$ cat config.mk
export PLATFORM = sky130hd
export DESIGN_NAME = boot_reset_sequencer
export DESIGN_NICKNAME = d
export VERILOG_FILES = /design/src/bsr_pkg.sv /design/src/boot_reset_sequencer.sv
export SDC_FILE = /design/constraint.sdc
export NUM_CORES = 1
export LEC_CHECK = 0
export BUFFER_PORTS_ARGS = -buffer_cell sky130_fd_sc_hd__buf_4
export CAP_MARGIN = 20
export CORE_ASPECT_RATIO = 1.2
export CORE_UTILIZATION = 57
export DETAILED_ROUTE_END_ITERATION = 8
export PLACE_DENSITY_LB_ADDON = 0.3
export SLEW_MARGIN = 20
export SYNTH_ARGS = -nofsm -noshare
export SYNTH_HDL_FRONTEND = slang
export SYNTH_SLANG_ARGS = --single-unit
$ cat constraint.sdc
create_clock -name clk -period 3.5 [get_ports clk]
set_clock_uncertainty 0.15 [all_clocks]
set_input_delay 0.875 -clock clk [delete_from_list [all_inputs] [get_ports clk]]
set_output_delay 0.875 -clock clk [all_outputs]
set_load 0.01 [all_outputs]
$ cat src/bsr_pkg.sv
`timescale 1ns / 1ps
// ----------------------------------------------------------------------------
// bsr_pkg
// Types and constants for the boot and reset sequencer: the phase encoding,
// register indexes and register reset values.
// ----------------------------------------------------------------------------
package bsr_pkg;

	typedef enum logic [3:0] {
		PH_IDLE     = 4'd0,
		PH_BRIDGE   = 4'd1,
		PH_BSETTLE  = 4'd2,
		PH_RSETTLE  = 4'd3,
		PH_HOLD     = 4'd4,
		PH_RELEASE  = 4'd5,
		PH_DL_BOOT  = 4'd6,
		PH_DL_EN    = 4'd7,
		PH_SHORT_EN = 4'd8
	} phase_t;

	typedef enum logic [1:0] {
		REG_LONG_PRESS    = 2'd0,
		REG_POLL_PERIOD   = 2'd1,
		REG_ENABLE_SETTLE = 2'd2,
		REG_BOOT_SETTLE   = 2'd3
	} reg_index_t;

	localparam int unsigned WAIT_W   = 10;
	localparam int unsigned CFG_W    = 10;
	localparam int unsigned PRESS_W  = 8;
	localparam int unsigned SETTLE_W = 8;

	localparam logic [PRESS_W-1:0]  LONG_PRESS_RST    = 8'd15;
	localparam logic [WAIT_W-1:0]   POLL_PERIOD_RST   = 10'd100;
	localparam logic [SETTLE_W-1:0] ENABLE_SETTLE_RST = 8'd10;
	localparam logic [SETTLE_W-1:0] BOOT_SETTLE_RST   = 8'd5;
	localparam logic [PRESS_W-1:0]  PRESS_MAX         = 8'd255;

	// A wait length of zero behaves as one tick.
	function automatic logic [WAIT_W-1:0] at_least_one(input logic [WAIT_W-1:0] v);
		at_least_one = (v == '0) ? WAIT_W'(1) : v;
	endfunction

endpackage

$ cat src/boot_reset_sequencer.sv
`timescale 1ns / 1ps
// ----------------------------------------------------------------------------
// boot_reset_sequencer
// Drives a target's enable and boot-strap pins from serial RTS/DTR lines and
// a reset button, one tick transaction in and one pin transaction out.
// ----------------------------------------------------------------------------
//  channel   direction  handshake           contents
//  s_axis    in         s_tvalid/s_tready   one tick: rts, dtr, button
//  m_axis    out        m_tvalid/m_tready   pin levels after that tick
//  cfg       in         cfg_valid/cfg_ready register index and value
//
// For each tick transaction, the sequencer state and the
// result register update at the edge that accepts it. A tick is accepted
// whenever the result register is empty or being taken in the same cycle, so
// a stalled output holds one result and stops input only while it stays full.
// Reset leaves the target released and the registers at their defaults.
// ----------------------------------------------------------------------------
module boot_reset_sequencer (
	input  logic                        clk,
	input  logic                        arst_n,
	input  logic                        s_tvalid,
	output logic                        s_tready,
	input  logic [7:0]                  s_tdata,   // rts_active, dtr_active, button_down, zeros
	output logic                        m_tvalid,
	input  logic                        m_tready,
	output logic [7:0]                  m_tdata,   // enable_level, boot_level, boot_driven,
	                                               // in_bridge_mode, zeros
	input  logic                        cfg_valid,
	output logic                        cfg_ready,
	input  logic [1:0]                  cfg_index,
	input  logic [bsr_pkg::CFG_W-1:0]   cfg_data
);
	import bsr_pkg::*;

	logic [PRESS_W-1:0]  long_press_q;
	logic [WAIT_W-1:0]   poll_period_q;
	logic [SETTLE_W-1:0] enable_settle_q;
	logic [SETTLE_W-1:0] boot_settle_q;

	phase_t             phase_q, phase_d;
	logic [WAIT_W-1:0]  wait_q, wait_d;
	logic [PRESS_W-1:0] press_q, press_d;
	logic               bridge_q, bridge_d;
	logic               enable_q, enable_d;
	logic               boot_q, boot_d;
	logic               drive_q, drive_d;

	logic               out_valid_q;
	logic [7:0]         out_data_q;
	logic [7:0]         result;

	logic               rts, dtr, btn;
	logic               accept;
	logic               done;
	logic [PRESS_W-1:0] press_inc;
	logic [WAIT_W-1:0]  poll_wait, en_wait, boot_wait;

	assign rts = s_tdata[0];
	assign dtr = s_tdata[1];
	assign btn = s_tdata[2];

	assign s_tready  = !out_valid_q || m_tready;
	assign accept    = s_tvalid && s_tready;
	assign cfg_ready = 1'b1;
	assign m_tvalid  = out_valid_q;
	assign m_tdata   = out_data_q;

	assign done      = (wait_q <= WAIT_W'(1));
	assign press_inc = (press_q == PRESS_MAX) ? press_q : press_q + PRESS_W'(1);
	assign poll_wait = at_least_one(poll_period_q);
	assign en_wait   = at_least_one(WAIT_W'(enable_settle_q));
	assign boot_wait = at_least_one(WAIT_W'(boot_settle_q));

	// Next state for one tick.
	always_comb begin
		phase_d  = phase_q;
		wait_d   = done ? '0 : wait_q - WAIT_W'(1);
		press_d  = press_q;
		bridge_d = bridge_q;
		enable_d = enable_q;
		boot_d   = boot_q;
		drive_d  = drive_q;
		case (phase_q)
			PH_BSETTLE: begin
				if (done) begin
					enable_d = 1'b0;
					drive_d  = 1'b1;
					phase_d  = PH_BRIDGE;
				end
			end
			PH_RSETTLE: begin
				if (done) begin
					drive_d = 1'b1;
					boot_d  = 1'b0;
					press_d = '0;
					wait_d  = poll_wait;
					phase_d = btn ? PH_HOLD : PH_RELEASE;
				end
			end
			PH_HOLD: begin
				if (done) begin
					press_d = press_inc;
					if (press_inc > long_press_q && !press_inc[0])
						boot_d = !boot_q;
					wait_d  = poll_wait;
					phase_d = btn ? PH_HOLD : PH_RELEASE;
				end
			end
			PH_RELEASE: begin
				if (done) begin
					if (press_q > long_press_q) begin
						boot_d  = 1'b0;
						wait_d  = boot_wait;
						phase_d = PH_DL_BOOT;
					end else begin
						boot_d  = 1'b1;
						drive_d = 1'b0;
						wait_d  = en_wait;
						phase_d = PH_SHORT_EN;
					end
				end
			end
			PH_DL_BOOT: begin
				if (done) begin
					enable_d = 1'b1;
					wait_d   = en_wait;
					phase_d  = PH_DL_EN;
				end
			end
			PH_DL_EN: begin
				if (done) begin
					boot_d  = 1'b1;
					drive_d = 1'b0;
					phase_d = PH_IDLE;
				end
			end
			PH_SHORT_EN: begin
				if (done) begin
					enable_d = 1'b1;
					phase_d  = PH_IDLE;
				end
			end
			PH_BRIDGE: begin
				wait_d = wait_q;
				if (rts || dtr) begin
					enable_d = !rts;
					boot_d   = !dtr;
					drive_d  = 1'b1;
				end else begin
					bridge_d = 1'b0;
					enable_d = 1'b1;
					boot_d   = 1'b1;
					drive_d  = 1'b0;
					phase_d  = PH_IDLE;
				end
			end
			default: begin
				// Idle, and any code that is not a phase, which first releases the pins.
				wait_d = wait_q;
				if (phase_q != PH_IDLE) begin
					enable_d = 1'b1;
					boot_d   = 1'b1;
					drive_d  = 1'b0;
					bridge_d = 1'b0;
					wait_d   = '0;
					phase_d  = PH_IDLE;
				end
				if (rts) begin
					bridge_d = 1'b1;
					enable_d = 1'b0;
					boot_d   = !dtr;
					drive_d  = 1'b0;
					wait_d   = en_wait;
					phase_d  = PH_BSETTLE;
				end else if (!dtr && btn) begin
					enable_d = 1'b0;
					wait_d   = en_wait;
					phase_d  = PH_RSETTLE;
				end
			end
		endcase
	end

	// Pin levels seen after the tick; boot reads high while released.
	always_comb begin
		result    = '0;
		result[0] = enable_d;
		result[1] = drive_d ? boot_d : 1'b1;
		result[2] = drive_d;
		result[3] = bridge_d;
	end

	always_ff @(posedge clk or negedge arst_n) begin
		if (!arst_n) begin
			phase_q  <= PH_IDLE;
			wait_q   <= '0;
			press_q  <= '0;
			bridge_q <= 1'b0;
			enable_q <= 1'b1;
			boot_q   <= 1'b1;
			drive_q  <= 1'b0;
		end else if (accept) begin
			phase_q  <= phase_d;
			wait_q   <= wait_d;
			press_q  <= press_d;
			bridge_q <= bridge_d;
			enable_q <= enable_d;
			boot_q   <= boot_d;
			drive_q  <= drive_d;
		end
	end

	always_ff @(posedge clk or negedge arst_n) begin
		if (!arst_n) begin
			out_valid_q <= 1'b0;
		end else if (accept) begin
			out_valid_q <= 1'b1;
		end else if (m_tready) begin
			out_valid_q <= 1'b0;
		end
	end

	always_ff @(posedge clk) begin
		if (accept) begin
			out_data_q <= result;
		end
	end

	always_ff @(posedge clk or negedge arst_n) begin
		if (!arst_n) begin
			long_press_q    <= LONG_PRESS_RST;
			poll_period_q   <= POLL_PERIOD_RST;
			enable_settle_q <= ENABLE_SETTLE_RST;
			boot_settle_q   <= BOOT_SETTLE_RST;
		end else if (cfg_valid) begin
			case (reg_index_t'(cfg_index))
				REG_LONG_PRESS:    long_press_q    <= cfg_data[PRESS_W-1:0];
				REG_POLL_PERIOD:   poll_period_q   <= cfg_data[WAIT_W-1:0];
				REG_ENABLE_SETTLE: enable_settle_q <= cfg_data[SETTLE_W-1:0];
				REG_BOOT_SETTLE:   boot_settle_q   <= cfg_data[SETTLE_W-1:0];
				default: ;
			endcase
		end
	end

endmodule
==> results.yml <==
status:
  status: "complete, no violations"
floorplanning:
  die_x_um: 80.17
  dieArea_sq_um: 7679
  die-height_um: 95.80
  rows: 33
  core_sq_um: 6978
  io_pins: 36
  start_util_pct: 59.89
critical_path:
  cp-endpoint: "m_tdata[1]"
  crit_arrival_ps: 3170
  startpoint_type: "flip-flop"
  crit_fanout: 6
  end_kind: "flip-flop"
  startpoint: "press_q[1]"
  rr_startpoint: "press_q[1]"
  critPathRequiredTime_ps: 3440
  rr_worst_depth: 11
  reg2reg_slack_ps: 260
  r2r-end: "m_tdata[1]"
  crit_type: "flip-flop to flip-flop"
layout:
  drive_gt1_share_pct: 20.62
  antennaDiodeCount: 0
  finish.net_count: 524
  seq_area_sq_um: 1663
  final_cell_area_sq_um: 4637
  layout_common_cells: "48 x dfrtp_1, 47 x nand2_1, 38 x o21ai_0"
  nFillCells: 561
  final_common_cell: "dfrtp_1"
  multiInputGateArea_sq_um: 2350
  area_growth_pct: 10.96
timing:
  tightestPinTransition_ps: 782.7
  fmax_ghz: 0.3089
  hold_viol_final: 0
  setup_viol: 0
  relSlewSlack_pct: 47.71
  tns_ps: 0
  rsz0062_at_grt: "false"
  fin_worst_hold_slack_ps: 366.7
  period_needed_ps: 3237
  fin_crit_sh_pct: 92.50
  layout_setup_ws_ps: 262.6
  drv_slew: 0
grt:
  grt_use_met3_pct: 5.877
  track_usage_pct: 28.71
  grt.met2_usage_pct: 44.94
  grt_max_degree: 62
  use_met1_pct: 37.67
  antenna_found_initial: 0
  grt_pass1_vias: 3527
  grt-ovfl-total: 0
  busiest_layer: "met2"
  grt_pass1_wl_um: 16760
placement:
  portBuffers: 25
  place_area_sq_um: 4423
  dp_slack_ps: 289.0
  dp_hpwl_um: 7005
  gp_congestion: 0.8848
hold_path:
  hp-start: "poll_period_q[0]"
  hp-class: "flip-flop to flip-flop"
clock_tree:
  cts.sinks: 65
  clock_latency_ps: 360
  clk_pin_slew_ps: 90
  cts-root-buf: "clkbuf_8"
  cts_buffers: 9
  cts_setup_buffers: 0
  cts_tree: "yes"
  cts_resized: 0
  clk_path_buf_depth: 2
  cts-htree-levels: 3
  hold_buffers: 0
synth:
  synth_ff_type: "dfrtp_1"
  synth_top_area_share_pct: 28.74
  ys_types: 66
  synth_seq_cells: 65
  synth_top_area_cell: "dfrtp_1"
  syn_area_sq_um: 4179
  yosys-top-cells-area: "dfrtp_1 29%, dfstp_2 8.2%, mux2_2 8.1%"
  synth-edff-count: 4
  synth_cells: 456
  synth-async-reset-ratio_pct: 93.85
  synth_warnings: 0
  ys_seq_area_share_pct: 39.79
  avgSynthCellArea_sq_um: 9.164
route:
  via_count: 3709
  drt_iter0_markers: 294
  dr.pass1.iters: 5
  wl_per_cell_um: 17.49
  routed_wl_um: 10010
  antenna_left: 0
  drc: 0
  via_per_inst: 6.484
pwr:
  finalPower_w: 0.003344
  worst_ir_drop_vdd_uv: 404.0
  p_per_area_nw_per_um2: 721.2
  p_leak_nw: 1.980
job:
  cap_violations: 0
[worst min-delay path by stage]
stage	end	slack, ps	depth (start not counted)
6_report	poll_period_q[0]	370	1
3_5_place_dp	poll_period_q[0]	350	1
2_1_floorplan	poll_period_q[0]	320	1
4_1_cts	poll_period_q[0]	370	1
5_1_grt	poll_period_q[0]	380	1
3_3_place_gp	poll_period_q[0]	330	1
[kinds of logic (layout without fill, tap and decap cells)]
logic type / after synthesis / count (layout) / share of synthesized area [%]
fa+ha+maj: 19 / 19 / 5.689
other cells: 2 / 5 / 0.1797
compound gates: 134 / 134 / 20.78
buf+inv: 39 / 65 / 4.401
flops: 65 / 65 / 39.79
xor+xnor: 9 / 9 / 1.886
mux: 30 / 30 / 8.084
simple gates: 158 / 158 / 19.19
[worst max-delay path, stage by stage (launching register included)]
cell and delay [ps]:
dfrtp_1 440, ha_1 240, and2_1 230, and3_1 240
mux2_2 380, ha_1 310, nand4b_1 110, a31oi_1 100
a211o_1 320, and3_1 200, xnor2_1 130, o221ai_1 130
[cells in the mapped netlist (3+ instances only)]
master	number
a21o_1	4
a21oi_1	33
a221o_1	7
a22oi_1	4
a31oi_1	8
and2_1	5
and3_1	4
buf_2	3
buf_4	5
clkbuf_1	12
dfrtp_1	48
dfstp_2	13
edfxtp_1	4
ha_1	19
inv_1	15
mux2_2	30
nand2_1	47
nand2b_1	5
nand3_1	15
nand3b_1	4
nand4_1	5
nor2_1	33
nor2b_1	5
nor3_1	12
nor3b_1	4
nor4_1	5
o211ai_1	4
o21a_1	3
o21ai_0	38
o31ai_1	5
xnor2_1	6
xor2_1	3
[where the power goes]
part,switching (W),total [W],leakage (nW),internal (W)
Combinational,0.000804,0.00142,1.11,0.000613
Sequential,0.000246,0.00123,0.769,0.000989
Clock,0.000350,0.000694,0.103,0.000344
Total,0.00140,0.00334,1.98,0.00195
[through the flow]
| step | util [%] | std cells |
|---|---|---|
| finish | 66.45 | 572 |
| global route | 66.45 | 572 |
| CTS | 66.36 | 572 |
| detailed placement | 63.39 | 556 |
| global placement | 63.39 | 556 |
| floorplan | - | 459 |
[state kept, by name (all words and copies together), names as in the netlist]
register,count
m_tdata,4
press_q,8
boot_q,1
enable_q,1
bridge_q,1
poll_period_q,10
wait_q,10
long_press_q,8
enable_settle_q,8
drive_q,1
phase_q,4
boot_settle_q,8
m_tvalid,1
[final cells by class]
| class | instances | share of cell area, % |
|---|---|---|
| Timing Repair Buffer | 33 | 5.343 |
| Inverter | 16 | 1.295 |
| Multi-Input combinational cell | 355 | 50.67 |
| Sequential cell | 65 | 35.86 |
| Tap cell | 87 | 2.348 |
| Clock buffer | 9 | 2.671 |
| Clock inverter | 7 | 1.808 |
[per-layer routing]
layer / routed length [um] / up-vias
li1: - / 1728
met1: 4342 / 1791
met2: 4748 / 157
met3: 600 / 33
met4: 315 / 0
met5: 0 / -
Power figures use the tool's default switching activity.
